`src/design/gi2_pkg.sv`:
```
// shared types and constants for the index stream parser
`default_nettype none

package gi2_pkg;

    localparam int unsigned DataW  = 8;
    localparam int unsigned ValueW = 32;
    localparam int unsigned CountW = 5;
    localparam int unsigned PathW  = 12;
    localparam int unsigned PadW   = 4;

    localparam logic [31:0] VersionTwo = 32'd2;
    localparam logic [31:0] TreeSig    = 32'h5452_4545;

    localparam logic [7:0] ChNul   = 8'h00;
    localparam logic [7:0] ChTab   = 8'h09;
    localparam logic [7:0] ChNl    = 8'h0a;
    localparam logic [7:0] ChCr    = 8'h0d;
    localparam logic [7:0] ChSpace = 8'h20;
    localparam logic [7:0] ChPlus  = 8'h2b;
    localparam logic [7:0] ChMinus = 8'h2d;
    localparam logic [7:0] ChZero  = 8'h30;
    localparam logic [7:0] ChNine  = 8'h39;

    localparam logic [3:0] ModeFile    = 4'd8;
    localparam logic [3:0] ModeLink    = 4'd10;
    localparam logic [3:0] ModeSubproj = 4'd12;

    // number parse progress
    localparam logic [CountW-1:0] NumLead   = 5'd0;
    localparam logic [CountW-1:0] NumDigits = 5'd1;
    localparam logic [CountW-1:0] NumEnded  = 5'd2;

    typedef enum logic [4:0] {
        PH_SIG     = 5'd0,
        PH_VER     = 5'd1,
        PH_CNT     = 5'd2,
        PH_SKIP    = 5'd3,
        PH_INODE   = 5'd4,
        PH_MODE    = 5'd5,
        PH_IDS     = 5'd6,
        PH_SIZE    = 5'd7,
        PH_HASH    = 5'd8,
        PH_FLAGS   = 5'd9,
        PH_PATH    = 5'd10,
        PH_PAD     = 5'd11,
        PH_EXTSIG  = 5'd12,
        PH_EXTSIZE = 5'd13,
        PH_TPATH   = 5'd14,
        PH_TENT    = 5'd15,
        PH_TSUB    = 5'd16,
        PH_THASH   = 5'd17,
        PH_STOP    = 5'd18
    } t_phase;

    typedef enum logic [3:0] {
        K_HDR_COUNT  = 4'd0,
        K_BAD_VER    = 4'd1,
        K_INODE      = 4'd2,
        K_MODE       = 4'd3,
        K_SIZE       = 4'd4,
        K_HASH       = 4'd5,
        K_PATH       = 4'd6,
        K_ENTRY_DONE = 4'd7,
        K_OTHER_EXT  = 4'd8,
        K_BAD_EXTSZ  = 4'd9,
        K_TREE_PATH  = 4'd10,
        K_TREE_COUNT = 4'd11,
        K_TREE_SUBS  = 4'd12,
        K_TREE_HASH  = 4'd13,
        K_TREE_DONE  = 4'd14,
        K_FINISHED   = 4'd15
    } t_kind;

    typedef struct packed {
        t_kind              kind;
        logic [ValueW-1:0]  value;
    } t_result;

endpackage

`default_nettype wire

```
`src/design/gi2_parse.sv`:
```
// parser state and per-word next-state logic
`default_nettype none

module gi2_parse (
    input  wire logic                       i_clk,
    input  wire logic                       i_rst_n,
    input  wire logic                       i_step,
    input  wire logic [gi2_pkg::DataW-1:0]  i_byte,
    input  wire logic [gi2_pkg::ValueW-1:0] i_file_length,
    output logic                            o_emit,
    output gi2_pkg::t_result                o_res
);
    import gi2_pkg::*;

    t_phase              r_phase, n_phase;
    logic [CountW-1:0]   r_cnt, n_cnt;
    logic [ValueW-1:0]   r_acc, n_acc;
    logic [ValueW-1:0]   r_entries, n_entries;
    logic [PathW-1:0]    r_path, n_path;
    logic [PadW-1:0]     r_pad, n_pad;
    logic [ValueW-1:0]   r_ext, n_ext;
    logic [ValueW-1:0]   r_pos, n_pos;
    logic                r_neg, n_neg;

    logic [ValueW-1:0]   acc_sh;
    logic [CountW-1:0]   cnt_inc;
    logic [ValueW-1:0]   num_val;
    logic [ValueW-1:0]   acc_x10;
    logic [ValueW-1:0]   digit_val;
    logic [ValueW:0]     ext_end;
    logic [2:0]          pad_mod;
    logic [PadW-1:0]     pad_dec;
    logic                is_digit;
    logic                is_blank;
    logic [1:0]          mode_type;

    always_comb begin
        acc_sh    = {r_acc[ValueW-DataW-1:0], i_byte};
        cnt_inc   = r_cnt + 5'd1;
        num_val   = r_neg ? (32'd0 - r_acc) : r_acc;
        digit_val = {24'd0, i_byte - ChZero};
        acc_x10   = {r_acc[28:0], 3'b000} + {r_acc[30:0], 1'b0} + digit_val;
        is_digit  = (i_byte >= ChZero) && (i_byte <= ChNine);
        is_blank  = (i_byte == ChSpace) || ((i_byte >= ChTab) && (i_byte <= ChCr));
        ext_end   = {1'b0, r_pos + 32'd1} + {1'b0, acc_sh};
        pad_mod   = acc_sh[2:0] + 3'd6;
        pad_dec   = (r_pad != 4'd0) ? (r_pad - 4'd1) : r_pad;
        unique case (acc_sh[15:12])
            ModeFile:    mode_type = 2'd0;
            ModeLink:    mode_type = 2'd1;
            ModeSubproj: mode_type = 2'd2;
            default:     mode_type = 2'd3;
        endcase
    end

    always_comb begin
        n_phase   = r_phase;
        n_cnt     = r_cnt;
        n_acc     = r_acc;
        n_entries = r_entries;
        n_path    = r_path;
        n_pad     = r_pad;
        n_ext     = r_ext;
        n_pos     = r_pos;
        n_neg     = r_neg;
        o_emit      = 1'b0;
        o_res.kind  = K_HDR_COUNT;
        o_res.value = '0;

        if (i_step && (r_phase != PH_STOP)) begin
            n_pos = r_pos + 32'd1;
            if ((r_phase >= PH_TPATH) && (r_ext != 32'd0)) begin
                n_ext = r_ext - 32'd1;
            end
            unique case (r_phase)
                PH_SIG: begin
                    n_cnt = cnt_inc;
                    if (cnt_inc >= 5'd4) begin
                        n_cnt   = '0;
                        n_phase = PH_VER;
                    end
                end
                PH_VER: begin
                    n_acc = acc_sh;
                    n_cnt = cnt_inc;
                    if (cnt_inc >= 5'd4) begin
                        n_cnt = '0;
                        if (acc_sh != VersionTwo) begin
                            n_phase     = PH_STOP;
                            o_emit      = 1'b1;
                            o_res.kind  = K_BAD_VER;
                            o_res.value = acc_sh;
                        end else begin
                            n_phase = PH_CNT;
                        end
                    end
                end
                PH_CNT: begin
                    n_acc = acc_sh;
                    n_cnt = cnt_inc;
                    if (cnt_inc >= 5'd4) begin
                        n_cnt       = '0;
                        n_entries   = acc_sh[31] ? 32'd0 : acc_sh;
                        n_phase     = (!acc_sh[31] && (acc_sh != 32'd0)) ? PH_SKIP
                                                                          : PH_EXTSIG;
                        o_emit      = 1'b1;
                        o_res.kind  = K_HDR_COUNT;
                        o_res.value = acc_sh;
                    end
                end
                PH_SKIP: begin
                    n_cnt = cnt_inc;
                    if (cnt_inc >= 5'd20) begin
                        n_cnt   = '0;
                        n_phase = PH_INODE;
                    end
                end
                PH_INODE: begin
                    n_acc = acc_sh;
                    n_cnt = cnt_inc;
                    if (cnt_inc >= 5'd4) begin
                        n_cnt       = '0;
                        n_phase     = PH_MODE;
                        o_emit      = 1'b1;
                        o_res.kind  = K_INODE;
                        o_res.value = acc_sh;
                    end
                end
                PH_MODE: begin
                    n_acc = acc_sh;
                    n_cnt = cnt_inc;
                    if (cnt_inc >= 5'd4) begin
                        n_cnt       = '0;
                        n_phase     = PH_IDS;
                        o_emit      = 1'b1;
                        o_res.kind  = K_MODE;
                        o_res.value = {21'd0, mode_type, acc_sh[8:0]};
                    end
                end
                PH_IDS: begin
                    n_cnt = cnt_inc;
                    if (cnt_inc >= 5'd8) begin
                        n_cnt   = '0;
                        n_phase = PH_SIZE;
                    end
                end
                PH_SIZE: begin
                    n_acc = acc_sh;
                    n_cnt = cnt_inc;
                    if (cnt_inc >= 5'd4) begin
                        n_cnt       = '0;
                        n_phase     = PH_HASH;
                        o_emit      = 1'b1;
                        o_res.kind  = K_SIZE;
                        o_res.value = acc_sh;
                    end
                end
                PH_HASH: begin
                    n_cnt = cnt_inc;
                    if (cnt_inc >= 5'd20) begin
                        n_cnt   = '0;
                        n_phase = PH_FLAGS;
                    end
                    o_emit      = 1'b1;
                    o_res.kind  = K_HASH;
                    o_res.value = {24'd0, i_byte};
                end
                PH_FLAGS: begin
                    n_acc = acc_sh;
                    n_cnt = cnt_inc;
                    if (cnt_inc >= 5'd2) begin
                        n_cnt   = '0;
                        n_path  = acc_sh[PathW-1:0];
                        n_pad   = 4'd8 - {1'b0, pad_mod};
                        n_phase = (acc_sh[PathW-1:0] != 12'd0) ? PH_PATH : PH_PAD;
                    end
                end
                PH_PATH: begin
                    n_path = r_path - 12'd1;
                    if ((r_path - 12'd1) == 12'd0) begin
                        n_phase = PH_PAD;
                    end
                    o_emit      = 1'b1;
                    o_res.kind  = K_PATH;
                    o_res.value = {24'd0, i_byte};
                end
                PH_PAD: begin
                    n_pad = pad_dec;
                    if (pad_dec == 4'd0) begin
                        n_entries   = r_entries - 32'd1;
                        n_phase     = ((r_entries - 32'd1) != 32'd0) ? PH_SKIP : PH_EXTSIG;
                        o_emit      = 1'b1;
                        o_res.kind  = K_ENTRY_DONE;
                        o_res.value = r_entries - 32'd1;
                    end
                end
                PH_EXTSIG: begin
                    n_acc = acc_sh;
                    n_cnt = cnt_inc;
                    if (cnt_inc >= 5'd4) begin
                        n_cnt = '0;
                        if (acc_sh != TreeSig) begin
                            n_phase     = PH_STOP;
                            o_emit      = 1'b1;
                            o_res.kind  = K_OTHER_EXT;
                            o_res.value = acc_sh;
                        end else begin
                            n_phase = PH_EXTSIZE;
                        end
                    end
                end
                PH_EXTSIZE: begin
                    n_acc = acc_sh;
                    n_cnt = cnt_inc;
                    if (cnt_inc >= 5'd4) begin
                        n_cnt = '0;
                        if (ext_end >= {1'b0, i_file_length}) begin
                            n_phase     = PH_STOP;
                            o_emit      = 1'b1;
                            o_res.kind  = K_BAD_EXTSZ;
                            o_res.value = acc_sh;
                        end else if (acc_sh == 32'd0) begin
                            n_ext       = acc_sh;
                            n_phase     = PH_STOP;
                            o_emit      = 1'b1;
                            o_res.kind  = K_FINISHED;
                            o_res.value = '0;
                        end else begin
                            n_ext   = acc_sh;
                            n_phase = PH_TPATH;
                        end
                    end
                end
                PH_TPATH: begin
                    if (i_byte == ChNul) begin
                        n_cnt   = '0;
                        n_acc   = '0;
                        n_neg   = 1'b0;
                        n_phase = PH_TENT;
                    end else begin
                        o_emit      = 1'b1;
                        o_res.kind  = K_TREE_PATH;
                        o_res.value = {24'd0, i_byte};
                    end
                end
                PH_TENT, PH_TSUB: begin
                    if ((r_phase == PH_TENT) && (i_byte == ChSpace)) begin
                        n_cnt       = '0;
                        n_acc       = '0;
                        n_neg       = 1'b0;
                        n_phase     = PH_TSUB;
                        o_emit      = 1'b1;
                        o_res.kind  = K_TREE_COUNT;
                        o_res.value = num_val;
                    end else if ((r_phase == PH_TSUB) && (i_byte == ChNl)) begin
                        n_cnt       = '0;
                        n_phase     = PH_THASH;
                        o_emit      = 1'b1;
                        o_res.kind  = K_TREE_SUBS;
                        o_res.value = num_val;
                    end else if (r_cnt == NumLead) begin
                        // leading blanks, then sign or first digit; any other byte ends the number
                        priority if (is_blank) begin
                            n_cnt = r_cnt;
                        end else if (i_byte == ChMinus) begin
                            n_neg = 1'b1;
                            n_cnt = NumDigits;
                        end else if (i_byte == ChPlus) begin
                            n_cnt = NumDigits;
                        end else if (is_digit) begin
                            n_acc = digit_val;
                            n_cnt = NumDigits;
                        end else begin
                            n_cnt = NumEnded;
                        end
                    end else if (r_cnt == NumDigits) begin
                        if (is_digit) begin
                            n_acc = acc_x10;
                        end else begin
                            n_cnt = NumEnded;
                        end
                    end
                end
                PH_THASH: begin
                    o_emit      = 1'b1;
                    o_res.value = {24'd0, i_byte};
                    if (cnt_inc < 5'd20) begin
                        n_cnt      = cnt_inc;
                        o_res.kind = K_TREE_HASH;
                    end else begin
                        n_cnt = '0;
                        if (n_ext == 32'd0) begin
                            n_phase    = PH_STOP;
                            o_res.kind = K_FINISHED;
                        end else begin
                            n_phase    = PH_TPATH;
                            o_res.kind = K_TREE_DONE;
                        end
                    end
                end
                default: begin
                    n_phase = PH_STOP;
                end
            endcase
        end
    end

    always_ff @(posedge i_clk) begin
        if (!i_rst_n) begin
            r_phase   <= PH_SIG;
            r_cnt     <= '0;
            r_acc     <= '0;
            r_entries <= '0;
            r_path    <= '0;
            r_pad     <= '0;
            r_ext     <= '0;
            r_pos     <= '0;
            r_neg     <= 1'b0;
        end else begin
            r_phase   <= n_phase;
            r_cnt     <= n_cnt;
            r_acc     <= n_acc;
            r_entries <= n_entries;
            r_path    <= n_path;
            r_pad     <= n_pad;
            r_ext     <= n_ext;
            r_pos     <= n_pos;
            r_neg     <= n_neg;
        end
    end

endmodule

`default_nettype wire

```
`src/design/gi2_out_reg.sv`:
```
// result register towards the receiver
`default_nettype none

module gi2_out_reg (
    input  wire logic                i_clk,
    input  wire logic                i_rst_n,
    input  wire logic                i_load,
    input  wire gi2_pkg::t_result    i_res,
    input  wire logic                i_ready,
    output logic                     o_valid,
    output gi2_pkg::t_result         o_res
);
    import gi2_pkg::*;

    logic    r_valid;
    t_result r_res;

    always_ff @(posedge i_clk) begin
        if (!i_rst_n) begin
            r_valid <= 1'b0;
        end else if (i_load) begin
            r_valid <= 1'b1;
        end else if (i_ready) begin
            r_valid <= 1'b0;
        end
    end

    always_ff @(posedge i_clk) begin
        if (i_load) begin
            r_res <= i_res;
        end
    end

    assign o_valid = r_valid;
    assign o_res   = r_res;

endmodule

`default_nettype wire

```
`src/design/git_index_v2_stream_parser.sv`:
```
// top level of the version-2 index file stream parser
//
// input channel: one file byte per word on i_data_byte, handshake
// i_data_valid / o_data_ready. output channel: one tagged result per word
// on o_kind / o_value, handshake o_res_valid / i_res_ready. bytes that
// produce no result are consumed silently.
// file_length is written through i_file_length_we / i_file_length; the user
// must write it only while idle; the block does not enforce it. bytes go
// into the input register, then their results into the result register.
// throughput: one byte per cycle while the receiver keeps i_res_ready high;
// the per-byte work is one pass of the parser's next-state logic.
// reset: synchronous, active low; clears parser state, file_length and both
// valid flags, and the parser waits for the header signature.
// receiver stall: the result register holds its word, the held input byte
// waits, and o_data_ready drops once the input register is occupied.
// after a stop condition every further byte is accepted and dropped.
`default_nettype none

module git_index_v2_stream_parser (
    input  wire logic                        i_clk,
    input  wire logic                        i_rst_n,
    input  wire logic                        i_data_valid,
    output logic                             o_data_ready,
    input  wire logic [gi2_pkg::DataW-1:0]   i_data_byte,
    output logic                             o_res_valid,
    input  wire logic                        i_res_ready,
    output logic [3:0]                       o_kind,
    output logic [gi2_pkg::ValueW-1:0]       o_value,
    input  wire logic                        i_file_length_we,
    input  wire logic [gi2_pkg::ValueW-1:0]  i_file_length
);
    import gi2_pkg::*;

    logic               r_in_valid;
    logic [DataW-1:0]   r_in_byte;
    logic [ValueW-1:0]  r_file_length;
    logic               step;
    logic               emit;
    t_result            step_res;
    t_result            out_res;

    assign step         = r_in_valid && (!o_res_valid || i_res_ready);
    assign o_data_ready = !r_in_valid || step;

    always_ff @(posedge i_clk) begin
        if (!i_rst_n) begin
            r_in_valid    <= 1'b0;
            r_file_length <= '0;
        end else begin
            if (o_data_ready) begin
                r_in_valid <= i_data_valid;
            end
            if (i_file_length_we) begin
                r_file_length <= i_file_length;
            end
        end
    end

    always_ff @(posedge i_clk) begin
        if (o_data_ready && i_data_valid) begin
            r_in_byte <= i_data_byte;
        end
    end

    gi2_parse u_parse (
        .i_clk         (i_clk),
        .i_rst_n       (i_rst_n),
        .i_step        (step),
        .i_byte        (r_in_byte),
        .i_file_length (r_file_length),
        .o_emit        (emit),
        .o_res         (step_res)
    );

    gi2_out_reg u_out_reg (
        .i_clk   (i_clk),
        .i_rst_n (i_rst_n),
        .i_load  (step && emit),
        .i_res   (step_res),
        .i_ready (i_res_ready),
        .o_valid (o_res_valid),
        .o_res   (out_res)
    );

    assign o_kind  = out_res.kind;
    assign o_value = out_res.value;

endmodule

`default_nettype wire

```
`config.mk`:
```
export PLATFORM = sky130hd
export DESIGN_NAME = git_index_v2_stream_parser
export DESIGN_NICKNAME = d
export VERILOG_FILES = /design/src/design/gi2_pkg.sv /design/src/design/gi2_parse.sv /design/src/design/gi2_out_reg.sv /design/src/design/git_index_v2_stream_parser.sv
export SDC_FILE = /design/constraint.sdc
export NUM_CORES = 1
export LEC_CHECK = 0
export ABC_AREA = 1
export BUFFER_PORTS_ARGS = -buffer_cell sky130_fd_sc_hd__buf_2
export CAP_MARGIN = 20
export CELL_PAD_IN_SITES_DETAIL_PLACEMENT = 1
export CELL_PAD_IN_SITES_GLOBAL_PLACEMENT = 1
export CORE_MARGIN = 2
export CORE_UTILIZATION = 26
export DETAILED_ROUTE_END_ITERATION = 12
export PLACE_DENSITY_LB_ADDON = 0.2
export SYNTH_ARGS = -nofsm -noshare
export SYNTH_HDL_FRONTEND = slang
export SYNTH_SLANG_ARGS = --single-unit
```
`constraint.sdc`:
```
create_clock -name i_clk -period 8.05 [get_ports i_clk]
set_clock_uncertainty 0.1 [all_clocks]
set_input_delay 0.4025 -clock i_clk [delete_from_list [all_inputs] [get_ports i_clk]]
set_output_delay 0.4025 -clock i_clk [all_outputs]
set_load 0.1 [all_outputs]
```
**Word-level counts from Yosys, hierarchy flattened**

Index checks and enable logic that the tools add are counted.

- Bits in registers: 233
- Input port bits: 45
- Output and inout bits: 38
- Logic and storage cells: 256

- Add/sub/neg operators: 13
- $lt $le $gt $ge: 11
- Equal/unequal tests: 58
- Muxes and demuxes: 111
- Reduce and logical (&&, ||, !) cells: 48

Operators by type and width:

| kind | number |
|---|---|
| 32-bit 2-to-1 mux | 19 |
| 36-bit case mux with 13 select lines | 1 |
| 36-bit 2-to-1 mux | 9 |
| 5-bit 2-to-1 mux | 37 |
| 32-bit case mux with 3 select lines | 1 |
| 32-bit nonzero test | 3 |
| 5-bit case mux with 17 select lines | 1 |
| 35-bit 2-to-1 mux | 2 |
| 34-bit 2-to-1 mux | 2 |
| 32-bit zero test | 2 |
| 32-bit case mux with 2 select lines | 1 |
| 32-bit by 1-bit subtractor with 32-bit output (second input constant) | 2 |
| 5-bit by 4-bit equality test with 1-bit output (second input constant) | 8 |
| 5-bit case mux with 7 select lines | 1 |
| 32-bit by 32-bit adder with 33-bit output | 1 |
| 33-bit by 32-bit >= comparator with 1-bit output | 1 |
| 33-bit 2-to-1 mux | 1 |
| 32-bit by 1-bit adder with 32-bit output (second input constant) | 1 |
| 32-bit adder | 1 |
| 32-bit by 8-bit adder with 32-bit output | 1 |
| 32-bit by 2-bit != test with 1-bit output (second input constant) | 1 |
| 32-bit by 31-bit != test with 1-bit output (second input constant) | 1 |
| 1-bit by 32-bit subtractor with 32-bit output (first input constant) | 1 |
| 31-bit 2-to-1 mux | 1 |
| other kinds (63) | 142 |

**Logic depth before layout (Yosys ltp)**

Gate-level depths: netlist of run 1.

- Depth in word-level cells: 10
- Depth in mapped cells: 37
- Mapped depth without buffers: 37

**Modules after synthesis**

A second synthesis of run 1 with hierarchy kept.

- Cells, all modules: 3182
- Area, all modules: 20310.7 um^2

Modules (own cells, without submodules):

| module | instances | cells an instance | area an instance (um^2) | sequential area each (um^2) |
|---|---|---|---|---|
| gi2_parse | 1 | 2980 | 17757.0 | 3103.0 |
| git_index_v2_stream_parser | 1 | 160 | 1428.9 | 900.9 |
| gi2_out_reg | 1 | 42 | 1124.8 | 1101.1 |

**Worst setup path after synthesis of run 1**

No wires, ideal clock.

- Path type: reg-to-reg
- Start point: register u_parse.r_pos[0]
- End point: register u_out_reg.r_res, in the netlist u_out_reg.o_res[0] (enable)
- Setup time: 391 ps
- Arrival time: 5348 ps
- Required time: 7559 ps
- Path slack: 2211 ps
- Stages on the path, launching flop included: 36
- Path buffers: 0
- Period minus slack after synthesis: 5839 ps
- Cells stage by stage: dfxtp_1 ha_1 nand3_2 nor2_2 nand2_1 nor2_4 nand3_2 nor3_2 nand3_2 nor2_2 nand3_1 xor2_1 ha_1 nand2_1 nor4_1 o21ai_0 nand3_1 nand2_1 o211ai_1 a21boi_0 o21bai_1 a21oi_1 nand2_1 nand2_1 ha_1 nand4_1 nor4_1 a31o_2 nor2_2 nand3_1 nand2_1 nand3_1 nand2_1 nand2_1 nand2_1 inv_1

- Longest elaborated chain between the ends: 8

RTL lines:

| element | RTL line | RTL |
|---|---|---|
| start, declared | gi2_parse.sv:22 | `logic [ValueW-1:0] r_pos, n_pos;` |
| start signal, assigned | gi2_parse.sv:327 | `r_pos <= n_pos;` |
| 32-bit by 1-bit adder with 32-bit output | gi2_parse.sv:45 | `ext_end = {1'b0, r_pos + 32'd1} + {1'b0, acc_sh};` |
| 32-bit by 32-bit adder with 33-bit output | gi2_parse.sv:45 |  |
| 33-bit by 32-bit >= comparator with 1-bit output | gi2_parse.sv:217 | `if (ext_end >= {1'b0, i_file_length}) begin` |
| 1-bit 2-to-1 mux | gi2_parse.sv:217 |  |
| 1-bit 2-to-1 mux | gi2_parse.sv:215 | `if (cnt_inc >= 5'd4) begin` |
| 1-bit case mux with 8 select lines | gi2_parse.sv:75 | `unique case (r_phase)` |
| 1-bit 2-to-1 mux | gi2_parse.sv:70 | `if (i_step && (r_phase != PH_STOP)) begin` |
| 1-bit logical AND | git_index_v2_stream_parser.sv:78 | `.i_load (step && emit),` |
| via u_out_reg.i_load | gi2_out_reg.sv:7 | `input wire logic i_load,` |
| end signal, assigned | gi2_out_reg.sv:30 | `r_res <= i_res;` |
| end, declared | gi2_out_reg.sv:16 | `t_result r_res;` |

The timed path passes the listed nets, and every way through them passes these cells.
A chain may end at the register's enable or synchronous reset.

**Worst setup path after layout of run 1**

- Start point: register u_parse.r_pos[0]
- End point: register u_out_reg.r_res, in the netlist u_out_reg.o_res[3] (data pin)

- Longest elaborated chain between the ends: 6

RTL lines:

| element | RTL line |
|---|---|
| 32-bit by 1-bit adder with 32-bit output | gi2_parse.sv:45 |
| 32-bit by 32-bit adder with 33-bit output | gi2_parse.sv:45 |
| 33-bit by 32-bit >= comparator with 1-bit output | gi2_parse.sv:217 |
| 36-bit 2-to-1 mux | gi2_parse.sv:217 |
| 36-bit 2-to-1 mux | gi2_parse.sv:215 |
| 36-bit case mux with 13 select lines | gi2_parse.sv:75 |

Every way passes these cells.

==> flow_summary.ini, run 1 <==
[cts]
clock_tree_root_buffer_cell = sky130_fd_sc_hd__clkbuf_16
path_clk_slew_ns = 0.05
clkLatencyLatePin_ns = 0.58
clock_tree_from_tritoncts = yes
clock_path_buffers = 3
cts_htree_levels = 2
post_cts_resized = 0
cts_num_sinks = 233
numCtsBuffers = 37

[setup_path]
worstReg2RegStart = u_parse.r_pos[0]$_SDFFE_PN0P_
critical_path.startpoint_type = flip-flop
cp.arrival_ns = 6.84
timing.critical_path.fanout_max = 16
worst-setup-path-type = reg2reg
critPathSlowestCell = sky130_fd_sc_hd__dfxtp_1
critPathMaxStageDelay_ns = 0.41
path_common_cell = sky130_fd_sc_hd__nand2_1
required_time_of_the_critical_path_ns = 8.23
ff2ff_path_depth = 35
setup.reg_to_reg.worst_slack_ns = 1.39
crit-reg2reg-capture = u_out_reg.o_res[3]$_SDFFCE_PN0P_
critPathLaunch = u_parse.r_pos[0]$_SDFFE_PN0P_
cp-endpoint = u_out_reg.o_res[3]$_SDFFCE_PN0P_
cp-end-kind = flip-flop

[logic_synthesis]
synth.yosys.seq_area_share_pct = 26.2
synth_top_flop_cell = sky130_fd_sc_hd__dfxtp_1
syn_nets = 3125
yosys_warnings = 0
synth_seq_cells = 233
synth_edf_count = 44
avgSynthCellArea_sq_um = 6.65
syn-instance-count = 2930
synth.cell_area_sq_um = 19500
synth-async-reset-ratio_pct = 0
synth_cell_types = 66

[timing]
hold_viol = 0
setup_tns_ns = 0
final-max-slew-violation-count = 0
timing.slew.headroom_pct = 28.3
unrepaired_setup_endpoints_after_global_routing = false
min_period_ns = 6.66
worst_slew_pin_slew_ns = 1.08
setup_viol = 0
fmax_mhz = 150
fin_crit_sh_pct = 82.7

[place]
placed_cell_area_sq_um = 20800
io_buffers = 82
hpwlAfterDp_um = 67100
gpl.final_weighted_congestion = 0.892

[final_layout]
final_design_utilization_pct = 29.7
nets = 3166
finish.instance_area_sq_um = 22100
area_growth_syn_to_layout_pct = 13.4
layout_cell_share_with_drive_strength_beyond_1_pct = 9.34

[floorplan]
floorplan.die_area_sq_um = 77100
floorplan.die.width_um = 278
initial_utilization_pct = 26.2
placementRows = 100
die_h_um = 278
design.core.area_sq_um = 74300
io-pin-count = 83

[job]
max-cap-violations = 0

[drt]
routed_wl_um = 88000
drt_iter0_markers = 1230
vias_per_cell = 5.21
post-route-drc-count = 0
route.vias.total = 20700
ant_nets = 0
first_pass_iters = 5
routed_wire_length_per_instance_um = 22.2

[grt]
track_usage_pct = 22.5
grt_start_max_net_pins = 83
first_global_vias = 21200
grt_pass1_wl_um = 134000
grt_overflow = 0
antenna_found_initial = 3

[min_path]
hold_path_class = in2reg
worst_hold_path_depth = 3

[power_and_ir_drop]
cellLeakagePower_nw = 9.85
power_per_cell_area_nw_per_um2 = 161
ir_worst_vdd_mv = 0.122

[outcome]
status = complete, no violations
## what timing repair did
action	CTS	global route
setup buffers	0	0
hold buffers	9	0
hold endpoints to repair	9	0
## stage by stage
| step | setup slack, ns | power (mW) | std cells | hold WS [ns] |
|---|---|---|---|---|
| 2_1_floorplan | 2.21 | 1.71 | 2930 | 0.335 |
| 3_3_place_gp | 1.63 | 1.94 | 3892 | 0.361 |
| 3_5_place_dp | 1.42 | 1.95 | 3892 | 0.365 |
| 4_1_cts | 1.37 | 3.62 | 3968 | 0.00967 |
| 5_1_grt | 0.789 | 3.74 | 3968 | 0.0476 |
| 6_report | 1.39 | 3.56 | 3969 | 0.0370 |
## cell type report
class	count	area, sq um
fill	9364	52200
multi-input combinational	2247	12600
sequential	233	5100
inverter	337	1270
tap	969	1210
clock buffer	55	1120
timing repair buffer	115	683
clock inverter	12	95.1
antenna	1	2.50
## layer usage
layer  track usage [%]  vias up  wire (um)  share of wire (%)
li1                  -     9974          -                  -
met1              29.9    10200      40700                 46
met2              38.5      424      41700                 47
met3              2.86       97       3730                4.2
met4              5.20        4       1810                2.1
met5                 0        -         27              0.031
## state kept, by name, summed over array words and instances (netlist names)
| signal | cells |
|---|---|
| u_parse.r_cnt | 5 |
| u_parse.r_neg | 1 |
| r_in_valid | 1 |
| r_file_length | 32 |
| u_parse.r_phase | 5 |
| u_parse.r_ext | 32 |
| r_in_byte | 8 |
| u_parse.r_pos | 32 |
| u_parse.r_path | 12 |
| u_parse.r_acc | 32 |
| u_parse.r_entries | 32 |
| u_parse.r_pad | 4 |
| u_out_reg.o_valid | 1 |
| u_out_reg.o_res | 36 |
## worst max-delay path: cells and delay by family, from the launching register on
kind                       cells  cell delay [ns]
xor gates and xnor gates       1             0.19
adders and majority gates      3             0.88
DFF                            1             0.41
AOI/OAI and AO/OA              7             1.06
buffers and inverters          1             0.13
and+or+nand+nor               23             3.62
## how the worst min path moves through the flow
| stage | start | end | slack [ns] |
|---|---|---|---|
| 3_5_place_dp | r_file_length[24]$_SDFFE_PN0P_ | r_file_length[24]$_SDFFE_PN0P_ | 0.37 |
| 6_report | i_file_length[14] | r_file_length[14]$_SDFFE_PN0P_ | 0.04 |
| 4_1_cts | i_file_length[22] | r_file_length[22]$_SDFFE_PN0P_ | 0.01 |
| 5_1_grt | i_file_length[12] | r_file_length[12]$_SDFFE_PN0P_ | 0.05 |
| 2_1_floorplan | r_file_length[14]$_SDFFE_PN0P_ | r_file_length[14]$_SDFFE_PN0P_ | 0.34 |
| 3_3_place_gp | u_parse.r_cnt[4]$_SDFFE_PN0P_ | u_parse.r_cnt[4]$_SDFFE_PN0P_ | 0.36 |
## cells in the mapped netlist (all sizes together), types with 28 or more instances
master | number | area, sq um
a21oi | 311 | 1580
a31oi | 51 | 319
buf | 39 | 233
clkbuf | 74 | 278
dfxtp | 189 | 3780
edfxtp | 44 | 1320
ha | 143 | 1790
inv | 335 | 1260
nand2 | 547 | 2070
nand3 | 144 | 756
nand4 | 33 | 219
nor2 | 377 | 1540
nor3 | 56 | 313
nor4 | 28 | 181
o211ai | 38 | 285
o21ai | 254 | 1280
xnor2 | 37 | 324
xor2 | 106 | 928
## kinds of logic after synthesis
kind of cell / count (synthesis) / synth area share, %
simple gates: 1216 / 27.1
flops: 233 / 26.2
xor+xnor: 143 / 6.43
fa+ha+maj: 150 / 9.90
buf+inv: 450 / 9.12
compound gates: 738 / 21.2
## report_power, final
group	switching [mW]	internal (mW)	total, mW
logic	0.450	0.204	0.654
registers	0.0583	1.22	1.28
clock network	0.640	0.990	1.63
total	1.15	2.41	3.56
## cell usage in the layout (no fill, tap or decap), types with 8 or more instances in the layout
cell type / n
sky130_fd_sc_hd__nor2_1: 343
sky130_fd_sc_hd__clkbuf_16: 39
sky130_fd_sc_hd__nand4_1: 31
sky130_fd_sc_hd__dlygate4sd3_1: 9
sky130_fd_sc_hd__o21ai_1: 25
sky130_fd_sc_hd__nor4_1: 27
sky130_fd_sc_hd__inv_2: 22
sky130_fd_sc_hd__clkbuf_1: 8
sky130_fd_sc_hd__edfxtp_1: 44
sky130_fd_sc_hd__dfxtp_1: 189
sky130_fd_sc_hd__nand2_1: 540
sky130_fd_sc_hd__buf_2: 81
sky130_fd_sc_hd__inv_1: 311
sky130_fd_sc_hd__a31oi_1: 51
sky130_fd_sc_hd__or2_2: 20
sky130_fd_sc_hd__o22ai_1: 12
sky130_fd_sc_hd__o211ai_1: 38
sky130_fd_sc_hd__o21a_1: 9
sky130_fd_sc_hd__nor3_1: 51
sky130_fd_sc_hd__a211oi_1: 18
sky130_fd_sc_hd__a21oi_1: 307
sky130_fd_sc_hd__a221oi_1: 10
sky130_fd_sc_hd__nor2_2: 26
sky130_fd_sc_hd__buf_4: 25
sky130_fd_sc_hd__ha_1: 143
sky130_fd_sc_hd__xnor2_1: 37
sky130_fd_sc_hd__xor2_1: 106
sky130_fd_sc_hd__o21ai_0: 225
sky130_fd_sc_hd__clkbuf_8: 8
sky130_fd_sc_hd__nor2_4: 8
sky130_fd_sc_hd__nand3_1: 137
(Power assumes the default switching activity.)
==> run 2: changes to the inputs <==
clock period = 6.4 ns   (was 8.05 ns; I/O delays follow)
==> flow_summary.ini, run 2 (synthesized netlist as in run 1, its figures left out) <==
[final_layout]
layout_common_cells = sky130_fd_sc_hd__nand2_1, sky130_fd_sc_hd__nor2_1, sky130_fd_sc_hd__inv_1, sky130_fd_sc_hd__a21oi_1, sky130_fd_sc_hd__o21ai_0
layout_cell_share_with_drive_strength_beyond_1_pct = 10.6
antenna_cells = 0
area_growth_syn_to_layout_pct = 17.0
nets = 3224
most_common_library_cell_in_the_layout_ignoring_fill_and_taps = sky130_fd_sc_hd__nand2_1
fillers = 9387
count_of_non_filler_cells_in_the_finished_layout = 4024
largest_register_ffs = 36
finish.instance_area_sq_um = 22800

[cts]
path_clk_slew_ns = 0.05
clock_path_buffers = 3
clock_tree_root_buffer_cell = sky130_fd_sc_hd__clkbuf_16
clkLatencyLatePin_ns = 0.56
clock_tree_from_tritoncts = yes
cts_num_sinks = 233
cts_htree_levels = 2
numCtsBuffers = 35

[grt]
track_usage_pct = 22.5
grt_pass1_wl_um = 134000
antenna_found_initial = 3
grt_start_max_net_pins = 86
first_global_vias = 21700
grt_overflow = 0

[setup_path]
timing.critical_path.fanout_max = 8
critical_path.startpoint_type = flip-flop
worst-setup-path-type = reg2reg
cp.buffers_inverters = 3
required_time_of_the_critical_path_ns = 6.62
crit-reg2reg-capture = u_out_reg.o_res[20]$_SDFFCE_PN0P_
ff2ff_path_depth = 37
setup.reg_to_reg.worst_slack_ns = 0.40
category_of_cells_accounting_for_the_largest_share_of_critical_path_delay = simple AND/OR/NAND/NOR gates
cp-end-kind = flip-flop
worstReg2RegStart = u_parse.r_pos[0]$_SDFFE_PN0P_
path_common_cell = sky130_fd_sc_hd__nand2_1
cp.arrival_ns = 6.23
critPathSlowestCell = sky130_fd_sc_hd__dfxtp_4
critPathMaxStageDelay_ns = 0.38

[floorplan]
die_h_um = 278
design.core.area_sq_um = 74300
initial_utilization_pct = 26.2
floorplan.die_area_sq_um = 77100
floorplan.die.width_um = 278
io-pin-count = 83
placementRows = 100

[drt]
post-route-drc-count = 0
route.vias.total = 20900
vias_per_cell = 5.19
routed_wire_length_per_instance_um = 22.0
drt_iter0_markers = 1284
routed_wl_um = 88600
first_pass_iters = 5
ant_nets = 0

[job]
max-cap-violations = 0

[timing]
fin_crit_sh_pct = 93.8
timing.slew.headroom_pct = 24.3
worst_slew_pin_slew_ns = 1.14
fmax_mhz = 167
min_period_ns = 6.00
hold_viol = 0
setup_viol = 0
final-max-slew-violation-count = 0

[outcome]
status = complete, no violations

[place]
number_of_instances_in_the_placed_design = 3914
placed_cell_area_sq_um = 21000
gpl.final_weighted_congestion = 0.904
io_buffers = 82
hpwlAfterDp_um = 66500

[power_and_ir_drop]
cellLeakagePower_nw = 10.2
power_per_cell_area_nw_per_um2 = 198
ir_worst_vdd_mv = 0.133

[min_path]
hold_path_class = in2reg
worst_hold_path_depth = 3
min-delay-start = i_file_length[26]
worst_hold_path.endpoint = r_file_length[26]$_SDFFE_PN0P_
==> run 2: cell types whose count changed in the layout (fill, tap and decap cells not counted), sizes merged <==
cell	previous run	this run
clkbuf	55	52
bufinv	1	2
clkinvlp	0	6
diode	1	0
inv	336	334
buf	106	135
clkinv	12	8
dlygate4sd3	9	38
==> run 2: worst reg2reg max path, delay by kind of cell, from the launching register on <==
family	cells	cell delay, ns
adders and majority gates	3	0.80
xor gates and xnor gates	1	0.17
DFF	1	0.38
buffers and inverters	3	0.59
AOI/OAI and AO/OA	8	1.24
and+or+nand+nor	22	2.48
==> run 2: what timing repair did <==
action,4_1_cts,5_1_grt
endpoints found under the hold margin,37,0
hold buffers,38,0
buffers inserted,0,6
pin swaps,0,9
gates cloned,0,3
setup endpoints to repair,77,108
gates resized for setup,6,24
==> run 2: area by class of cell <==
class	count	area (sq um)	area share, %
clock buffer	50	1080	4.72
timing repair buffer	175	1270	5.57
tap	969	1210	5.32
clock inverter	13	128	0.560
multi-input combinational	2247	12700	55.8
inverter	337	1270	5.58
sequential	233	5110	22.4
==> run 2: through the flow <==
step | hold WS, ns | setup slack (ns) | power, mW | setup TNS [ns] | util (%)
6_report | 0.0387 | 0.396 | 4.51 | 0 | 30.7
5_1_grt | 0.0577 | -0.0864 | 4.74 | -2.70 | 30.7
4_1_cts | 0.00163 | 0.000507 | 4.57 | 0 | 30.4
3_5_place_dp | 0.366 | -0.252 | 2.46 | -6.33 | 28.2
3_3_place_gp | 0.361 | 0.0147 | 2.44 | 0 | 28.2
2_1_floorplan | 0.319 | 0.561 | 2.16 | 0 | -
==> run 2: metal layers <==
metal	vias to the layer above	track usage [%]	routed length [um]
li1	10100	-	-
met1	10300	29.7	40600
met2	422	37.2	41100
met3	138	3.88	4210
met4	4	7.15	2710
met5	-	0	27
==> run 2: how the worst max path moves through the flow <==
stage                                              to                          start  cells past startpoint  slack [ns]
floorplan            u_out_reg.o_res[0]$_SDFFCE_PN0P_  u_parse.r_pos[0]$_SDFFE_PN0P_                     35        0.56
global placement     u_out_reg.o_res[5]$_SDFFCE_PN0P_  u_parse.r_pos[0]$_SDFFE_PN0P_                     36        0.01
detailed placement   u_out_reg.o_res[0]$_SDFFCE_PN0P_  u_parse.r_pos[0]$_SDFFE_PN0P_                     35       -0.25
CTS                 u_out_reg.o_res[24]$_SDFFCE_PN0P_  u_parse.r_pos[0]$_SDFFE_PN0P_                     36      0.0005
global route        u_out_reg.o_res[12]$_SDFFCE_PN0P_  u_parse.r_pos[0]$_SDFFE_PN0P_                     33       -0.09
finish              u_out_reg.o_res[20]$_SDFFCE_PN0P_  u_parse.r_pos[0]$_SDFFE_PN0P_                     37        0.40
==> run 2: where the power goes <==
part | switching, mW | internal [mW] | leakage, nW | total (mW)
combinational | 0.593 | 0.278 | 7.68 | 0.871
sequential | 0.0556 | 1.53 | 1.92 | 1.59
clock | 0.803 | 1.25 | 0.583 | 2.05
==> run 3: changes to the inputs <==
--- a/config.mk
+++ b/config.mk
@@ -12,5 +12,5 @@
 export CELL_PAD_IN_SITES_GLOBAL_PLACEMENT = 1
 export CORE_MARGIN = 2
-export CORE_UTILIZATION = 26
+export CORE_UTILIZATION = 30
 export DETAILED_ROUTE_END_ITERATION = 12
 export PLACE_DENSITY_LB_ADDON = 0.2
--- a/constraint.sdc
+++ b/constraint.sdc
@@ -3,3 +3,3 @@
 set_input_delay 0.32 -clock i_clk [delete_from_list [all_inputs] [get_ports i_clk]]
 set_output_delay 0.32 -clock i_clk [all_outputs]
-set_load 0.1 [all_outputs]
+set_load 0.02 [all_outputs]
==> flow_summary.ini, run 3 (synthesized netlist as in run 1, its figures left out) <==
[timing]
final-max-slew-violation-count = 0
hold_viol = 0
worst_slew_pin_slew_ns = 1.13
setup_viol = 0
fmax_mhz = 166
min_period_ns = 6.03
setup_tns_ns = 0
timing.slew.headroom_pct = 24.9
fin_crit_sh_pct = 94.2

[min_path]
hold_path_class = in2reg

[place]
gpl.final_weighted_congestion = 0.914
io_buffers = 82
hpwlAfterDp_um = 65300

[grt]
grt_pass1_wl_um = 131000
first_global_vias = 21200
antenna_found_initial = 3
grt_overflow = 0
grt_start_max_net_pins = 88
track_usage_pct = 25.4

[setup_path]
ff2ff_path_depth = 37
timing.critical_path.fanout_max = 6
crit-reg2reg-capture = u_out_reg.o_res[18]$_SDFFCE_PN0P_
cp.arrival_ns = 6.20
critical_path.startpoint_type = flip-flop
path_common_cell = sky130_fd_sc_hd__nand2_1
critPathLaunch = u_parse.r_pos[1]$_SDFFE_PN0P_
worst-setup-path-type = reg2reg
worstReg2RegStart = u_parse.r_pos[1]$_SDFFE_PN0P_
required_time_of_the_critical_path_ns = 6.57
critPathSlowestCell = sky130_fd_sc_hd__dfxtp_1
setup.reg_to_reg.worst_slack_ns = 0.37
critPathMaxStageDelay_ns = 0.37
cp-end-kind = flip-flop
cp-endpoint = u_out_reg.o_res[18]$_SDFFCE_PN0P_

[drt]
routed_wire_length_per_instance_um = 22.3
post-route-drc-count = 0
drt_iter0_markers = 1445
first_pass_iters = 5
routed_wl_um = 87100
ant_nets = 0
vias_per_cell = 5.38
route.vias.total = 21000

[power_and_ir_drop]
cellLeakagePower_nw = 10.1
power_mw = 4.35
ir_worst_vdd_mv = 0.178
power_per_cell_area_nw_per_um2 = 193

[floorplan]
initial_utilization_pct = 30.3
design.core.area_sq_um = 64300
floorplan.die_area_sq_um = 67000
die_h_um = 259
floorplan.die.width_um = 259
placementRows = 93
io-pin-count = 83

[final_layout]
largest_register_ffs = 36
antenna_cells = 0
nets = 3219
layout_common_cells = sky130_fd_sc_hd__nand2_1, sky130_fd_sc_hd__nor2_1, sky130_fd_sc_hd__inv_1, sky130_fd_sc_hd__a21oi_1, sky130_fd_sc_hd__o21ai_0
layout_cell_share_with_drive_strength_beyond_1_pct = 10.4
final_design_utilization_pct = 35.0
most_common_library_cell_in_the_layout_ignoring_fill_and_taps = sky130_fd_sc_hd__nand2_1
area_growth_syn_to_layout_pct = 15.7

[cts]
numCtsBuffers = 34
clock_tree_from_tritoncts = yes
path_clk_slew_ns = 0.06
cts_htree_levels = 2
clock_tree_root_buffer_cell = sky130_fd_sc_hd__clkbuf_16
clkLatencyLatePin_ns = 0.56
cts_num_sinks = 233
clock_path_buffers = 3

[job]
max-cap-violations = 0

[outcome]
status = complete, no violations
==> run 3: changes by cell type in the layout (fill, tap and decap cells not counted), sizes merged <==
cell         delta
clkinv          +1
clkbuf          -2
clkinvlp        -5
inv             +3
buf             -5
dlygate4sd3     +1
==> run 3: critical path, delay by kind of cell, from the launching register on <==
family	cells	cell delay, ns
AO/OA/AOI/OAI	5	0.76
flip-flops	1	0.37
buffers and inverters	3	0.46
XOR/XNOR	1	0.19
AND/OR/NAND/NOR	25	3.02
adder cells (fa/ha/maj)	3	0.82
==> run 3: routing by layer <==
metal | vias to the layer above | wire, um | share of wire [%] | global-route usage (%)
met5 | - | 7 | 0.0080 | 0
met2 | 528 | 39800 | 46 | 41.5
li1 | 10100 | - | - | -
met3 | 128 | 4610 | 5.3 | 3.60
met4 | 2 | 2630 | 3.0 | 8.11
met1 | 10300 | 40100 | 46 | 34.5
==> run 3: worst min-delay path by stage <==
stage | startpoint | to | slack (ns) | depth (start not counted)
2_1_floorplan | i_data_byte[0] | r_in_byte[0]$_DFFE_PP_ | 0.32 | 0
3_3_place_gp | r_file_length[25]$_SDFFE_PN0P_ | r_file_length[25]$_SDFFE_PN0P_ | 0.36 | 2
3_5_place_dp | u_parse.r_cnt[4]$_SDFFE_PN0P_ | u_parse.r_cnt[4]$_SDFFE_PN0P_ | 0.36 | 2
4_1_cts | i_file_length[23] | r_file_length[23]$_SDFFE_PN0P_ | 0.002 | 3
5_1_grt | i_file_length[23] | r_file_length[23]$_SDFFE_PN0P_ | 0.05 | 3
6_report | i_file_length[23] | r_file_length[23]$_SDFFE_PN0P_ | 0.03 | 3
==> run 3: metrics by stage <==
step | instance area (sq um) | cells | setup slack [ns] | hold slack [ns]
finish | 22500 | 3903 | 0.370 | 0.0250
global route | 22500 | 3903 | -0.0477 | 0.0467
CTS | 22300 | 3894 | 0.0286 | 0.00226
detailed placement | 20800 | 3795 | -0.279 | 0.360
global placement | 20800 | 3795 | 0.0260 | 0.356
floorplan | 19500 | 2930 | 0.561 | 0.319
==> run 3: cell type report <==
type | count | area (sq um)
multi-input combinational | 2247 | 12800
inverter | 337 | 1270
clock inverter | 12 | 136
clock buffer | 48 | 933
timing repair buffer | 171 | 1270
fill | 8197 | 41800
sequential | 233 | 5110
tap | 855 | 1070
==> run 3: timing repair <==
item                                   4_1_cts  5_1_grt
pin swaps                                    0        4
hold buffers                                39        0
setup endpoints to repair                   50      104
resized for setup                            4       29
endpoints found under the hold margin       38        0
setup buffers                                0        4
gates cloned                                 0        5
==> run 3: power breakdown <==
part           switching, mW  internal (mW)  total [mW]
Clock                  0.782           1.10        1.89
Sequential            0.0593           1.53        1.59
Combinational          0.590          0.278       0.868
